<file path="config.mk">
export PLATFORM = sky130hd
export DESIGN_NAME = onewire_temperature_reader_core_flat
export DESIGN_NICKNAME = d
export VERILOG_FILES = /design/src/owtr_pkg.sv /design/src/owtr_sample_if.sv /design/src/owtr_result_if.sv /design/src/owtr_cfg.sv /design/src/owtr_seq.sv /design/src/onewire_temperature_reader_core.sv /design/src/flat_wrapper.sv
export SDC_FILE = /design/constraint.sdc
export NUM_CORES = 1
export LEC_CHECK = 0
export BUFFER_PORTS_ARGS = -buffer_cell sky130_fd_sc_hd__buf_2
export CORE_MARGIN = 2
export CORE_UTILIZATION = 45
export CTS_CLUSTER_SIZE = 30
export DETAILED_ROUTE_END_ITERATION = 10
export PLACE_DENSITY_LB_ADDON = 0.25
export SLEW_MARGIN = 40
export SYNTH_ARGS = -nofsm -noshare
export SYNTH_HDL_FRONTEND = slang
export SYNTH_SLANG_ARGS = --single-unit
</file>
<file path="constraint.sdc">
create_clock -name clk -period 3.6 [get_ports clk]
set_input_delay 0.72 -clock clk [delete_from_list [all_inputs] [get_ports clk]]
set_output_delay 0.72 -clock clk [all_outputs]
set_load 0.02 [all_outputs]
</file>
<file path="src/owtr_pkg.sv">
// Shared types and constants for the single-wire temperature reader.
// No dependencies; owtr_cfg, owtr_seq and the core module import this package.
`timescale 1ns / 1ps

package owtr_pkg;

    // Field and state widths
    localparam int unsigned PhaseW   = 5;
    localparam int unsigned ElapsedW = 20;
    localparam int unsigned BitIdxW  = 3;
    localparam int unsigned ByteW    = 8;
    localparam int unsigned TempW    = 16;
    localparam int unsigned ErrW     = 2;
    localparam int unsigned ShortW   = 10;
    localparam int unsigned CfgDataW = 20;
    localparam int unsigned CfgIdxW  = 2;

    // Configuration register indexes
    localparam logic [CfgIdxW-1:0] CFG_RESET_LOW    = 2'd0;
    localparam logic [CfgIdxW-1:0] CFG_PRES_TIMEOUT = 2'd1;
    localparam logic [CfgIdxW-1:0] CFG_REL_TIMEOUT  = 2'd2;
    localparam logic [CfgIdxW-1:0] CFG_POLL_WAIT    = 2'd3;

    // Configuration reset values
    localparam logic [ShortW-1:0]   RESET_LOW_DEF    = 10'd480;
    localparam logic [ShortW-1:0]   PRES_TIMEOUT_DEF = 10'd100;
    localparam logic [ShortW-1:0]   REL_TIMEOUT_DEF  = 10'd300;
    localparam logic [CfgDataW-1:0] POLL_WAIT_DEF    = 20'd50000;

    // Error codes
    localparam logic [ErrW-1:0] ERR_NONE        = 2'd0;
    localparam logic [ErrW-1:0] ERR_NO_PRESENCE = 2'd1;
    localparam logic [ErrW-1:0] ERR_NO_RELEASE  = 2'd2;

    // Bus commands
    localparam logic [ByteW-1:0] CMD_SKIP_ROM = 8'hCC;
    localparam logic [ByteW-1:0] CMD_CONVERT  = 8'h44;
    localparam logic [ByteW-1:0] CMD_READ_PAD = 8'hBE;
    localparam logic [ByteW-1:0] CONV_DONE    = 8'hFF;

    // Slot timing in microsecond ticks; each line change costs two ticks
    localparam logic [ElapsedW-1:0] EDGE_US        = 20'd2;
    localparam logic [ElapsedW-1:0] BIT1_LOW_US    = 20'd17;
    localparam logic [ElapsedW-1:0] BIT1_SLOT_US   = 20'd64;
    localparam logic [ElapsedW-1:0] BIT0_LOW_US    = 20'd57;
    localparam logic [ElapsedW-1:0] BIT0_SLOT_US   = 20'd59;
    localparam logic [ElapsedW-1:0] RD_LOW_US      = 20'd7;
    localparam logic [ElapsedW-1:0] RD_SAMPLE_US   = 20'd14;
    localparam logic [ElapsedW-1:0] RD_SLOT_US     = 20'd64;
    localparam logic [ElapsedW-1:0] AFTER_RESET_US = 20'd10000;
    localparam logic [ElapsedW-1:0] AFTER_CMD_US   = 20'd1000;

    // Sequencer phases
    localparam logic [PhaseW-1:0] PH_IDLE     = 5'd0;
    localparam logic [PhaseW-1:0] PH_R1_LOW   = 5'd1;
    localparam logic [PhaseW-1:0] PH_R1_REL   = 5'd2;
    localparam logic [PhaseW-1:0] PH_R1_PRES  = 5'd3;
    localparam logic [PhaseW-1:0] PH_R1_FREE  = 5'd4;
    localparam logic [PhaseW-1:0] PH_WAIT10   = 5'd5;
    localparam logic [PhaseW-1:0] PH_W_CC1    = 5'd6;
    localparam logic [PhaseW-1:0] PH_W_44     = 5'd7;
    localparam logic [PhaseW-1:0] PH_WAIT1A   = 5'd8;
    localparam logic [PhaseW-1:0] PH_POLL     = 5'd9;
    localparam logic [PhaseW-1:0] PH_POLLWAIT = 5'd10;
    localparam logic [PhaseW-1:0] PH_R2_LOW   = 5'd11;
    localparam logic [PhaseW-1:0] PH_R2_REL   = 5'd12;
    localparam logic [PhaseW-1:0] PH_R2_PRES  = 5'd13;
    localparam logic [PhaseW-1:0] PH_R2_FREE  = 5'd14;
    localparam logic [PhaseW-1:0] PH_W_CC2    = 5'd15;
    localparam logic [PhaseW-1:0] PH_W_BE     = 5'd16;
    localparam logic [PhaseW-1:0] PH_WAIT1B   = 5'd17;
    localparam logic [PhaseW-1:0] PH_READ_L   = 5'd18;
    localparam logic [PhaseW-1:0] PH_READ_H   = 5'd19;

    // Timing registers as seen by the sequencer
    typedef struct packed {
        logic [ShortW-1:0]   reset_low_us;
        logic [ShortW-1:0]   presence_timeout_us;
        logic [ShortW-1:0]   release_timeout_us;
        logic [CfgDataW-1:0] poll_wait_us;
    } owtr_cfg_t;

    // One result of the sequencer
    typedef struct packed {
        logic                    drive_low;
        logic                    busy_res;
        logic                    done_res;
        logic [ErrW-1:0]         error_code;
        logic signed [TempW-1:0] temperature;
    } owtr_res_t;

endpackage

</file>
<file path="src/owtr_sample_if.sv">
// Request channel carrying one microsecond tick: start request and line sample.
// Depends on nothing but the handshake convention valid/ready.
`timescale 1ns / 1ps

interface owtr_sample_if;
    logic valid;
    logic ready;
    logic start_req;
    logic line_level;

    modport source (output valid, output start_req, output line_level, input ready);
    modport sink   (input valid, input start_req, input line_level, output ready);
endinterface

</file>
<file path="src/owtr_result_if.sv">
// Result channel: line drive, status and the last raw temperature.
// Depends on nothing but the handshake convention valid/ready.
`timescale 1ns / 1ps

interface owtr_result_if;
    logic              valid;
    logic              ready;
    logic              drive_low;
    logic              busy_res;
    logic              done_res;
    logic [1:0]        error_code;
    logic signed [15:0] temperature;

    modport source (output valid, output drive_low, output busy_res, output done_res,
                    output error_code, output temperature, input ready);
    modport sink   (input valid, input drive_low, input busy_res, input done_res,
                    input error_code, input temperature, output ready);
endinterface

</file>
<file path="src/owtr_cfg.sv">
// Timing register file of the temperature reader, written through a plain port.
// Depends on owtr_pkg.
`timescale 1ns / 1ps

module owtr_cfg (
    input  logic                            clk,
    input  logic                            rst_n,
    input  logic                            cfg_we,
    input  logic [owtr_pkg::CfgIdxW-1:0]    cfg_index,
    input  logic [owtr_pkg::CfgDataW-1:0]   cfg_data,
    output owtr_pkg::owtr_cfg_t             cfg
);
    import owtr_pkg::*;

    owtr_cfg_t cfg_reg;

    // Register writes, each truncated to the width of its register
    always_ff @(posedge clk or negedge rst_n)
    begin
        if (!rst_n)
        begin
            cfg_reg.reset_low_us        <= RESET_LOW_DEF;
            cfg_reg.presence_timeout_us <= PRES_TIMEOUT_DEF;
            cfg_reg.release_timeout_us  <= REL_TIMEOUT_DEF;
            cfg_reg.poll_wait_us        <= POLL_WAIT_DEF;
        end
        else if (cfg_we)
        begin
            case (cfg_index)
                CFG_RESET_LOW:    cfg_reg.reset_low_us        <= cfg_data[ShortW-1:0];
                CFG_PRES_TIMEOUT: cfg_reg.presence_timeout_us <= cfg_data[ShortW-1:0];
                CFG_REL_TIMEOUT:  cfg_reg.release_timeout_us  <= cfg_data[ShortW-1:0];
                CFG_POLL_WAIT:    cfg_reg.poll_wait_us        <= cfg_data;
                default:          cfg_reg                     <= cfg_reg;
            endcase
        end
    end

    assign cfg = cfg_reg;

endmodule

</file>
<file path="src/owtr_seq.sv">
// Bus sequencer: phase, tick counter, bit counter and shift byte, one step per tick.
// Depends on owtr_pkg.
`timescale 1ns / 1ps

module owtr_seq (
    input  logic                  clk,
    input  logic                  rst_n,
    input  logic                  step,
    input  logic                  start_req,
    input  logic                  line_level,
    input  owtr_pkg::owtr_cfg_t   cfg,
    output owtr_pkg::owtr_res_t   res
);
    import owtr_pkg::*;

    logic [PhaseW-1:0]   phase_reg,   phase_next;
    logic [ElapsedW-1:0] elapsed_reg, elapsed_next;
    logic [BitIdxW-1:0]  bit_reg,     bit_next;
    logic [ByteW-1:0]    shift_reg,   shift_next;
    logic [ByteW-1:0]    low_reg,     low_next;
    logic [TempW-1:0]    held_reg,    held_next;

    logic [ElapsedW:0]   elapsed_inc;
    logic [ByteW-1:0]    cmd_byte;
    logic                cmd_bit;
    logic                is_write;
    logic                is_read;
    logic [ElapsedW-1:0] write_low;
    logic [ElapsedW-1:0] write_slot;
    logic [ByteW-1:0]    shift_smp;
    logic                drive;
    logic                busy;
    logic                ended;
    logic [ErrW-1:0]     end_code;
    logic                go;
    logic [PhaseW-1:0]   go_phase;

    // Decode of the current phase
    always_comb
    begin
        elapsed_inc = {1'b0, elapsed_reg} + 1'b1;
        case (phase_reg)
            PH_W_44: cmd_byte = CMD_CONVERT;
            PH_W_BE: cmd_byte = CMD_READ_PAD;
            default: cmd_byte = CMD_SKIP_ROM;
        endcase
        cmd_bit    = cmd_byte[bit_reg];
        is_write   = (phase_reg == PH_W_CC1) || (phase_reg == PH_W_44) ||
                     (phase_reg == PH_W_CC2) || (phase_reg == PH_W_BE);
        is_read    = (phase_reg == PH_POLL) || (phase_reg == PH_READ_L) ||
                     (phase_reg == PH_READ_H);
        write_low  = cmd_bit ? BIT1_LOW_US : BIT0_LOW_US;
        write_slot = cmd_bit ? BIT1_SLOT_US : BIT0_SLOT_US;
        shift_smp  = shift_reg;
        if ((elapsed_reg == RD_SAMPLE_US) && line_level)
        begin
            shift_smp[bit_reg] = 1'b1;
        end
    end

    // Line drive and busy follow the state at the start of the tick
    always_comb
    begin
        if ((phase_reg == PH_R1_LOW) || (phase_reg == PH_R2_LOW))
            drive = 1'b1;
        else if (is_write)
            drive = elapsed_reg < write_low;
        else if (is_read)
            drive = elapsed_reg < RD_LOW_US;
        else
            drive = 1'b0;
        busy = (phase_reg != PH_IDLE) && (phase_reg <= PH_READ_H);
    end

    // Next state; entering a phase clears the tick, bit and shift counters
    always_comb
    begin
        phase_next   = phase_reg;
        elapsed_next = elapsed_reg;
        bit_next     = bit_reg;
        shift_next   = shift_reg;
        low_next     = low_reg;
        held_next    = held_reg;
        ended        = 1'b0;
        end_code     = ERR_NONE;
        go           = 1'b0;
        go_phase     = PH_IDLE;

        case (phase_reg)
            PH_R1_LOW, PH_R2_LOW:
            begin
                if (elapsed_inc >= ({{(ElapsedW-ShortW){1'b0}}, 1'b0, cfg.reset_low_us}
                                    + {1'b0, EDGE_US}))
                begin
                    go       = 1'b1;
                    go_phase = phase_reg + 1'b1;
                end
                else
                    elapsed_next = elapsed_inc[ElapsedW-1:0];
            end
            PH_R1_REL, PH_R2_REL:
            begin
                if (elapsed_inc >= {1'b0, EDGE_US})
                begin
                    go       = 1'b1;
                    go_phase = phase_reg + 1'b1;
                end
                else
                    elapsed_next = elapsed_inc[ElapsedW-1:0];
            end
            PH_R1_PRES, PH_R2_PRES:
            begin
                if (!line_level)
                begin
                    go       = 1'b1;
                    go_phase = phase_reg + 1'b1;
                end
                else if (elapsed_reg > {{(ElapsedW-ShortW){1'b0}}, cfg.presence_timeout_us})
                begin
                    go       = 1'b1;
                    ended    = 1'b1;
                    end_code = ERR_NO_PRESENCE;
                end
                else
                    elapsed_next = elapsed_inc[ElapsedW-1:0];
            end
            PH_R1_FREE, PH_R2_FREE:
            begin
                if (line_level)
                begin
                    go       = 1'b1;
                    go_phase = (phase_reg == PH_R1_FREE) ? PH_WAIT10 : PH_W_CC2;
                end
                else if (elapsed_reg > {{(ElapsedW-ShortW){1'b0}}, cfg.release_timeout_us})
                begin
                    go       = 1'b1;
                    ended    = 1'b1;
                    end_code = ERR_NO_RELEASE;
                end
                else
                    elapsed_next = elapsed_inc[ElapsedW-1:0];
            end
            PH_WAIT10, PH_WAIT1A, PH_WAIT1B:
            begin
                if (elapsed_inc >= {1'b0, (phase_reg == PH_WAIT10) ? AFTER_RESET_US
                                                                    : AFTER_CMD_US})
                begin
                    go = 1'b1;
                    case (phase_reg)
                        PH_WAIT10: go_phase = PH_W_CC1;
                        PH_WAIT1A: go_phase = PH_POLL;
                        default:   go_phase = PH_READ_L;
                    endcase
                end
                else
                    elapsed_next = elapsed_inc[ElapsedW-1:0];
            end
            PH_POLLWAIT:
            begin
                if (elapsed_inc >= {1'b0, cfg.poll_wait_us})
                begin
                    go       = 1'b1;
                    go_phase = PH_POLL;
                end
                else
                    elapsed_next = elapsed_inc[ElapsedW-1:0];
            end
            PH_W_CC1, PH_W_44, PH_W_CC2, PH_W_BE:
            begin
                if (elapsed_inc < {1'b0, write_slot})
                    elapsed_next = elapsed_inc[ElapsedW-1:0];
                else if (bit_reg != {BitIdxW{1'b1}})
                begin
                    bit_next     = bit_reg + 1'b1;
                    elapsed_next = '0;
                end
                else
                begin
                    go = 1'b1;
                    case (phase_reg)
                        PH_W_CC1: go_phase = PH_W_44;
                        PH_W_44:  go_phase = PH_WAIT1A;
                        PH_W_CC2: go_phase = PH_W_BE;
                        default:  go_phase = PH_WAIT1B;
                    endcase
                end
            end
            PH_POLL, PH_READ_L, PH_READ_H:
            begin
                shift_next = shift_smp;
                if (elapsed_inc < {1'b0, RD_SLOT_US})
                    elapsed_next = elapsed_inc[ElapsedW-1:0];
                else if (bit_reg != {BitIdxW{1'b1}})
                begin
                    bit_next     = bit_reg + 1'b1;
                    elapsed_next = '0;
                end
                else
                begin
                    go = 1'b1;
                    case (phase_reg)
                        PH_POLL:
                            go_phase = (shift_smp == CONV_DONE) ? PH_R2_LOW : PH_POLLWAIT;
                        PH_READ_L:
                        begin
                            low_next = shift_smp;
                            go_phase = PH_READ_H;
                        end
                        default:
                        begin
                            held_next = {shift_smp, low_reg};
                            ended     = 1'b1;
                            end_code  = ERR_NONE;
                        end
                    endcase
                end
            end
            default:
            begin
                // Idle and unused codes: wait for a start request
                go       = 1'b1;
                go_phase = start_req ? PH_R1_LOW : PH_IDLE;
            end
        endcase

        if (go)
        begin
            phase_next   = go_phase;
            elapsed_next = '0;
            bit_next     = '0;
            shift_next   = '0;
        end
    end

    // State registers advance once per accepted tick
    always_ff @(posedge clk or negedge rst_n)
    begin
        if (!rst_n)
        begin
            phase_reg   <= PH_IDLE;
            elapsed_reg <= '0;
            bit_reg     <= '0;
            shift_reg   <= '0;
            low_reg     <= '0;
            held_reg    <= '0;
        end
        else if (step)
        begin
            phase_reg   <= phase_next;
            elapsed_reg <= elapsed_next;
            bit_reg     <= bit_next;
            shift_reg   <= shift_next;
            low_reg     <= low_next;
            held_reg    <= held_next;
        end
    end

    assign res.drive_low   = drive;
    assign res.busy_res    = busy;
    assign res.done_res    = ended;
    assign res.error_code  = end_code;
    assign res.temperature = held_next;

`ifndef SYNTHESIS
    // The bit counter only moves inside byte slots.
    a_bit_idle: assert property (@(posedge clk) disable iff (!rst_n)
        (phase_reg == PH_IDLE) |-> (bit_reg == '0))
        else $error("bit counter nonzero while idle");

    // A sequence end always returns the sequencer to idle.
    a_end_idle: assert property (@(posedge clk) disable iff (!rst_n)
        (step && ended) |=> (phase_reg == PH_IDLE))
        else $error("sequence ended without returning to idle");

    // The temperature only changes at the end of the second read byte.
    a_held: assert property (@(posedge clk) disable iff (!rst_n)
        (held_next != held_reg) |-> (phase_reg == PH_READ_H))
        else $error("temperature changed outside the final read byte");
`endif

endmodule

</file>
<file path="src/onewire_temperature_reader_core.sv">
//  Channel  Dir   Payload                                            Handshake
//  sample   in    start_req, line_level                              valid/ready
//  result   out   drive_low, busy_res, done_res, error_code, temp.   valid/ready
//  cfg      in    cfg_index, cfg_data                                cfg_we
//
// One request is one microsecond tick and yields one result; a request is taken
// every cycle, one step of the sequencer between the tick and the result register.
// Reset puts the sequencer in idle, the timing registers at their defaults and
// the result register empty. A stalled result holds the next request back only
// while the result register is full and not taken.
// Depends on owtr_pkg, owtr_sample_if, owtr_result_if, owtr_cfg and owtr_seq.
`timescale 1ns / 1ps

module onewire_temperature_reader_core (
    input  logic                            clk,
    input  logic                            rst_n,
    input  logic                            cfg_we,
    input  logic [owtr_pkg::CfgIdxW-1:0]    cfg_index,
    input  logic [owtr_pkg::CfgDataW-1:0]   cfg_data,
    owtr_sample_if.sink                     sample,
    owtr_result_if.source                   result
);
    import owtr_pkg::*;

    owtr_cfg_t cfg;
    owtr_res_t seq_res;
    owtr_res_t res_reg;
    logic      res_valid_reg;
    logic      step;

    owtr_cfg u_cfg (
        .clk       (clk),
        .rst_n     (rst_n),
        .cfg_we    (cfg_we),
        .cfg_index (cfg_index),
        .cfg_data  (cfg_data),
        .cfg       (cfg)
    );

    // A request is taken whenever the result register is free or being emptied
    assign sample.ready = !res_valid_reg || result.ready;
    assign step         = sample.valid && sample.ready;

    owtr_seq u_seq (
        .clk        (clk),
        .rst_n      (rst_n),
        .step       (step),
        .start_req  (sample.start_req),
        .line_level (sample.line_level),
        .cfg        (cfg),
        .res        (seq_res)
    );

    // Result register
    always_ff @(posedge clk or negedge rst_n)
    begin
        if (!rst_n)
            res_valid_reg <= 1'b0;
        else if (step)
            res_valid_reg <= 1'b1;
        else if (result.ready)
            res_valid_reg <= 1'b0;
    end

    always_ff @(posedge clk)
    begin
        if (step)
            res_reg <= seq_res;
    end

    assign result.valid       = res_valid_reg;
    assign result.drive_low   = res_reg.drive_low;
    assign result.busy_res    = res_reg.busy_res;
    assign result.done_res    = res_reg.done_res;
    assign result.error_code  = res_reg.error_code;
    assign result.temperature = res_reg.temperature;

`ifndef SYNTHESIS
    // Every accepted request leaves a result in the register.
    a_fill: assert property (@(posedge clk) disable iff (!rst_n)
        step |=> res_valid_reg)
        else $error("accepted request left no result");

    // A sequence can only end while it was busy.
    a_done_busy: assert property (@(posedge clk) disable iff (!rst_n)
        (res_valid_reg && res_reg.done_res) |-> res_reg.busy_res)
        else $error("done without busy");

    // An error code appears only with done, and the line is released then.
    a_err_done: assert property (@(posedge clk) disable iff (!rst_n)
        (res_valid_reg && (res_reg.error_code != ERR_NONE)) |->
            (res_reg.done_res && !res_reg.drive_low))
        else $error("error code without done or with line driven");
`endif

endmodule
</file>
<file path="src/flat_wrapper.sv">
// flat-port wrapper written by rule: the top's interface ports become plain ports
module onewire_temperature_reader_core_flat import owtr_pkg::*;
  (clk, rst_n, cfg_we, cfg_index, cfg_data, sample_valid, sample_start_req, sample_line_level, sample_ready, result_valid, result_drive_low, result_busy_res, result_done_res, result_error_code, result_temperature, result_ready);
  owtr_sample_if sample_i ();
  owtr_result_if result_i ();
  input  logic clk;
  input  logic rst_n;
  input  logic cfg_we;
  input  logic [owtr_pkg::CfgIdxW-1:0] cfg_index;
  input  logic [owtr_pkg::CfgDataW-1:0] cfg_data;
  input wire logic [$bits(sample_i.valid)-1:0] sample_valid;
  input wire logic [$bits(sample_i.start_req)-1:0] sample_start_req;
  input wire logic [$bits(sample_i.line_level)-1:0] sample_line_level;
  output wire logic [$bits(sample_i.ready)-1:0] sample_ready;
  output wire logic [$bits(result_i.valid)-1:0] result_valid;
  output wire logic [$bits(result_i.drive_low)-1:0] result_drive_low;
  output wire logic [$bits(result_i.busy_res)-1:0] result_busy_res;
  output wire logic [$bits(result_i.done_res)-1:0] result_done_res;
  output wire logic [$bits(result_i.error_code)-1:0] result_error_code;
  output wire logic [$bits(result_i.temperature)-1:0] result_temperature;
  input wire logic [$bits(result_i.ready)-1:0] result_ready;
  assign sample_i.valid = sample_valid;
  assign sample_i.start_req = sample_start_req;
  assign sample_i.line_level = sample_line_level;
  assign sample_ready = sample_i.ready;
  assign result_valid = result_i.valid;
  assign result_drive_low = result_i.drive_low;
  assign result_busy_res = result_i.busy_res;
  assign result_done_res = result_i.done_res;
  assign result_error_code = result_i.error_code;
  assign result_temperature = result_i.temperature;
  assign result_i.ready = result_ready;
  onewire_temperature_reader_core u_core (.clk(clk), .rst_n(rst_n), .cfg_we(cfg_we), .cfg_index(cfg_index), .cfg_data(cfg_data), .sample(sample_i), .result(result_i));
endmodule
</file>
==> impl_results.md, run 1 <==
* Status: complete, but fails checks
* Failing checks: negative setup slack
* Crit end category: register
* Setup ws final at -0.117 ns
* Cts hold-fix bufs at 0
* Full die area at 20,800 um^2
* DRT iter0 DRCs at 564
* Crit path launch type: register
* Most common cell after layout, fill and taps aside: buf_4
* Hold Path Class: in -> async
* Ys Warns at 0
* Max incr delay on CP at 0.39 ns
* IO buf count at 51
* Initial antenna violation count at 0
* Slowest-stage cell, CP: o32ai_2
* CTS Buf Count at 17
* DRC Markers at 0
* Die Y at 144 um
* Placer's final routability congestion estimate at 0.956
* Number of global-route vias before repair at 7,772
* Synth area leader: dfrtp_1
* Post-Route WL at 25,800 um
* GRT Total Usage at 25.7%
* Pwr Total at 0.00541 W
* Die width at 144 um
* Clock Power Share at 32.6%
* PwrDens at 468 nW/um^2
* Arrival time at the worst endpoint at 4.04 ns
* Core ar. at 19,300 um^2
* Final setup vio count at 32
* Synth Flop Type: dfrtp_1
* Routed vias at 7,901
* Grt total ovfl at 0
* Crit-path most repeated cell: buf_4
* Seq pwr share at 33.1%
* Via-to-Cell Ratio at 5.71
* Path depth of the worst reg2reg path at 18
* Critical path type: reg -> reg
* Max reg flops at 50
* Cell-internal power at 0.00355 W
* Fin. max-slew vios at 0
* Ant diodes at 0
* Clk Tree Root Cell: clkbuf_16
* H-tree levels at 4
* First-pass detailed-route iteration total at 7
* CTS Buffer Depth at 2
* First-pass GRT wire length at 41,200 um
* Fmax at 269 MHz
* Worst Path Max Fanout at 6
* Worst-Skew Late Latency at 0.43 ns
* ANT nets after route at 0
* Pin count of the biggest net entering global routing at 61
* CP top delay family: compound AO/OA/AOI/OAI gates
* Post-synthesis cell type count at 77
* Critical path required time at 3.92 ns
* Slew margin rel. at 53.0%
* Mapped Cells at 905
* Clock Skew at 0.00779 ns
* P&R area growth vs syn at 30.9%
* TritonCTS clock tree: built
* Switching Power at 0.00186 W
* Period utilization at 103%
* Post-DP HPWL at 18,700 um
* Min Hold Slack at 0.286 ns
* Crit-path cells: buf_4 > buf_4 > ha_2 > nand2b_4 > o32ai_2 > nor2_4 > ha_4 > a211o_1 > a211oi_2 > o21ai_1 > a31o_2 > o2111ai_2 > o2111ai_2 > nor3b_2 > buf_4 > nor2_4 > buf_12 > a311oi_4
* Number of synthesized flops with an enable pin at 21
* Leakage at 5.44 nW
* WP depth at 18
* Main area contributors after synthesis: dfrtp_1 27%, ha_1 11%, mux2_2 8.2%
* Clk slew on worst S/H paths at 0.07 ns
* Dpl cell area at 10,400 um^2
* Share of cells above drive strength 1 at 36.6%
* Row cnt at 51
* Worst Tran Pin Value at 0.696 ns
* Unrepaired setup endpoints after global routing: true
* Post-synthesis async set-or-reset flop share at 84.1%
* Seq/Total Area, Yosys at 38.8%
* Synth Area per Inst at 9.76 um^2
* Placed cell count at 1,327
* Clock sinks at 132
* Switching Fraction at 34.4%
* Wire per inst at 18.6 um
* IO Count at 52
* Final Hold Viols at 0
* Max IR drop VDD at 403 uV
* Mapped Nets at 1,011
* Final Instance Count excl. Fillers at 1,384
* Initial Utilization at 45.7%
* Most frequent cells in the layout: 166 x buf_4, 90 x dfrtp_1, 71 x ha_1, 64 x mux2_2, 62 x inv_1
* Post-route cell area at 11,600 um^2
* Synthesized flop and latch total at 132
* NumNets Final at 1,212
* Synth top area share at 26.6%
* Max Cap Viol at 0
* Min cycle time layout at 3.72 ns
* CP bufs+invs at 4
* Post-Place Setup Slack at -0.302 ns
* Combinational power share at 34.3%
* Mapped cell area at 8830 um^2
## power groups by stage
stage,clock network (W),logic [W],registers (W)
after CTS,0.00178,0.00178,0.00179
after global routing,0.00185,0.00201,0.00181
final,0.00176,0.00186,0.00179
after floorplan,0,0.000884,0.00182
after detailed placement,0,0.00156,0.00181
after global placement,0,0.00154,0.00180
## kinds of logic (layout without fill, tap and decap cells)
| logic type | Yosys count | in the layout | share of synthesized area [%] |
|---|---|---|---|
| buffers and inverters | 110 | 324 | 5.18 |
| flip-flops | 132 | 132 | 38.8 |
| AND/OR/NAND/NOR | 283 | 283 | 17.6 |
| AO/OA/AOI/OAI | 201 | 201 | 15.4 |
| adder cells (fa/ha/maj) | 77 | 77 | 10.9 |
| XOR/XNOR | 25 | 25 | 2.48 |
| multiplexers | 77 | 77 | 9.69 |
## worst paths after layout
| path | to | startpoint | slack [ns] |
|---|---|---|---|
| max | u_core.u_seq.elapsed_reg[2] | u_core.u_seq.phase_reg[1] | -0.12 |
| min | u_core.u_cfg.cfg[11] | rst_n | 0.29 |
| max reg2reg | u_core.u_seq.elapsed_reg[2] | u_core.u_seq.phase_reg[1] | -0.12 |
| min reg2reg | u_core.u_seq.held_reg[9] | u_core.u_seq.held_reg[9] | 0.48 |
| max in group asynchronous | u_core.u_cfg.cfg[23] | rst_n | 2.56 |
| min in group clk | u_core.u_seq.held_reg[9] | u_core.u_seq.held_reg[9] | 0.48 |
## cells in the mapped netlist, drive strengths merged (18+ instances only)
cell type and n:
nand3 34, ha 77, nor2 57, edfxtp 21, dfrtp 94, inv 64
o21ai 50, buf 18, a21oi 45, nand2 56, nor3 27, mux2 68
clkbuf 27
## area by class of cell
cell class	count	area (um^2)
inverter	65	244
sequential	132	3430
clock buffer	17	425
multi-input combinational	663	5310
timing repair buffer	227	1650
tap	265	332
fill	1625	7780
clock inverter	15	165
## stage by stage
step / TNS (ns) / utilization, %
detailed placement: -4.90 / 53.9
global route: -8.39 / 59.8
CTS: -0.714 / 58.6
floorplan: -0.00678 / -
finish: -1.91 / 59.8
global placement: -3.13 / 53.9
## layer usage
metal  global-route usage (%)  vias to the layer above  share of wire (%)
li1                         -                     3736                  -
met3                     3.84                       46                5.4
met5                        0                        -                  0
met4                     8.05                        0                2.4
met1                     34.7                     3869                 44
met2                     42.8                      250                 48
## what timing repair did
action | 4_1_cts | 5_1_grt
pin swaps | 28 | 17
setup buffers | 15 | 11
cloned | 2 | 0
resized for setup | 44 | 30
setup endpoints to repair | 36 | 36
Note: power is estimated with default switching activity, not from simulation.
==> run 2, diff against run 1 <==
--- a/config.mk
+++ b/config.mk
@@ -7,7 +7,7 @@
 export LEC_CHECK = 0
 export BUFFER_PORTS_ARGS = -buffer_cell sky130_fd_sc_hd__buf_2
 export CORE_MARGIN = 2
-export CORE_UTILIZATION = 45
+export CORE_UTILIZATION = 31
 export CTS_CLUSTER_SIZE = 30
 export DETAILED_ROUTE_END_ITERATION = 10
 export PLACE_DENSITY_LB_ADDON = 0.25
==> impl_results.md, run 2 (synthesis results as in run 1) <==
* Final Instance Count excl. Fillers at 1,511
* Critical path type: reg -> reg
* CTS Buf Count at 17
* IO buf count at 51
* Switching Fraction at 34.3%
* Via-to-Cell Ratio at 5.14
* Unrepaired setup endpoints after global routing: true
* Core ar. at 27,900 um^2
* Post-Route WL at 26,500 um
* IO Count at 52
* NumNets Final at 1,226
* Period utilization at 104%
* Switching Power at 0.00187 W
* Slowest-stage cell, CP: dfrtp_2
* Placed cell count at 1,458
* Worst-Skew Late Latency at 0.43 ns
* Die width at 173 um
* Row cnt at 61
* Max IR drop VDD at 244 uV
* Ant diodes at 0
* Cell-internal power at 0.00359 W
* Clock sinks at 132
* Most common cell after layout, fill and taps aside: buf_4
* Clock Power Share at 34.4%
* Clk slew on worst S/H paths at 0.07 ns
* Critical path required time at 3.96 ns
* First-pass GRT wire length at 42,700 um
* P&R area growth vs syn at 34.8%
* Max incr delay on CP at 0.46 ns
* Most frequent cells in the layout: 178 x buf_4, 90 x dfrtp_1, 74 x ha_1, 64 x mux2_2, 62 x inv_1
* Combinational power share at 32.9%
* CTS Buffer Depth at 2
* Setup TNS Final at -2.86 ns
* CP top delay family: compound AO/OA/AOI/OAI gates
* GRT Total Usage at 17.9%
* Seq pwr share at 32.7%
* Final setup vio count at 30
* Min cycle time layout at 3.76 ns
* Initial antenna violation count at 0
* Fin. max-slew vios at 0
* Routed vias at 7,769
* Crit-path most repeated cell: buf_6
* Path depth of the worst reg2reg path at 17
* Fmax at 266 MHz
* Initial Utilization at 31.6%
* Grt total ovfl at 0
* Leakage at 5.52 nW
* Placer's final routability congestion estimate at 0.862
* Setup ws final at -0.159 ns
* H-tree levels at 4
* Hold Path Class: in -> async
* TritonCTS clock tree: built
* Core Util, Final at 42.6%
* Clk Tree Root Cell: clkbuf_16
* Post-DP HPWL at 19,700 um
* WP depth at 17
* Slew margin rel. at 42.1%
* Number of global-route vias before repair at 7,838
* Min Hold Slack at 0.160 ns
* Max Cap Viol at 0
* Die Y at 173 um
* Arrival time at the worst endpoint at 4.11 ns
* Pin count of the biggest net entering global routing at 59
* CP bufs+invs at 4
* DRC Markers at 0
* Worst Tran Pin Value at 0.862 ns
* Worst Path Max Fanout at 6
* ANT nets after route at 0
* First-pass detailed-route iteration total at 5
* Crit path launch type: register
* Crit-path cells: nand3_4 > buf_6 > nor3_4 > nand3_2 > nor3_2 > xor2_1 > ha_1 > a21o_1 > a221oi_2 > buf_4 > o211ai_1 > a211oi_2 > nor3b_4 > buf_6 > buf_6 > a21o_1 > a22o_1
* PwrDens at 459 nW/um^2
* Clock Skew at 0.0182 ns
* Share of cells above drive strength 1 at 38.7%
* Full die area at 29,900 um^2
* Fillers at 2,792
* Failing checks: negative setup slack
* Final Hold Viols at 0
* Crit end category: register
* DRT iter0 DRCs at 419
* Status: complete, but fails checks
* Wire per inst at 17.5 um
* Post-Place Setup Slack at -0.446 ns
* Max reg flops at 50
-- run 2: per-stage QoR --
stage                     instance area [um^2]  total power, W
after CTS                                11700         0.00545
after global routing                     11900         0.00579
final                                    11900         0.00547
after detailed placement                 10700         0.00343
after floorplan                           8900         0.00270
after global placement                   10700         0.00342
-- run 2: per-layer routing --
layer	vias up	part of all wire (%)	global-route usage, %
li1	3769	-	-
met2	195	46	28.4
met1	3762	47	24.7
met5	-	0	0
met3	43	4.3	3.32
met4	0	2.3	5.65
-- run 2: final timing paths --
path	start	end	slack (ns)
worst min register to register	u_core.u_seq.held_reg[10]	u_core.u_seq.held_reg[10]	0.48
min in group clk	u_core.u_seq.held_reg[10]	u_core.u_seq.held_reg[10]	0.48
max in group asynchronous	rst_n	u_core.u_seq.elapsed_reg[2]	2.56
worst max register to register	u_core.u_seq.elapsed_reg[2]	u_core.u_seq.elapsed_reg[0]	-0.16
worst max-delay path	u_core.u_seq.elapsed_reg[2]	u_core.u_seq.elapsed_reg[0]	-0.16
worst min-delay path	rst_n	u_core.u_cfg.cfg[19]	0.16
-- run 2: timing repair --
action | CTS | global route
pin swaps | 45 | 25
endpoints found under the setup margin | 64 | 66
hold buffers | 0 | 0
gates cloned | 0 | 0
resized for setup | 57 | 38
setup buffers | 18 | 5
-- run 2: area by class of cell --
cell class | instances | area [um^2] | area share (%)
Clock buffer | 18 | 450 | 3.78
Clock inverter | 14 | 181 | 1.52
Inverter | 65 | 244 | 2.05
Multi-Input combinational cell | 663 | 5380 | 45.2
Sequential cell | 132 | 3430 | 28.9
Tap cell | 378 | 473 | 3.97
Timing Repair Buffer | 241 | 1740 | 14.6
-- run 2: power by group through the flow --
stage               Sequential, W  Combinational [W]  Clock [W]
detailed placement        0.00181            0.00162          0
floorplan                 0.00182           0.000884          0
CTS                       0.00179            0.00174    0.00192
global placement          0.00181            0.00161          0
global route              0.00181            0.00198    0.00200
finish                    0.00179            0.00180    0.00188
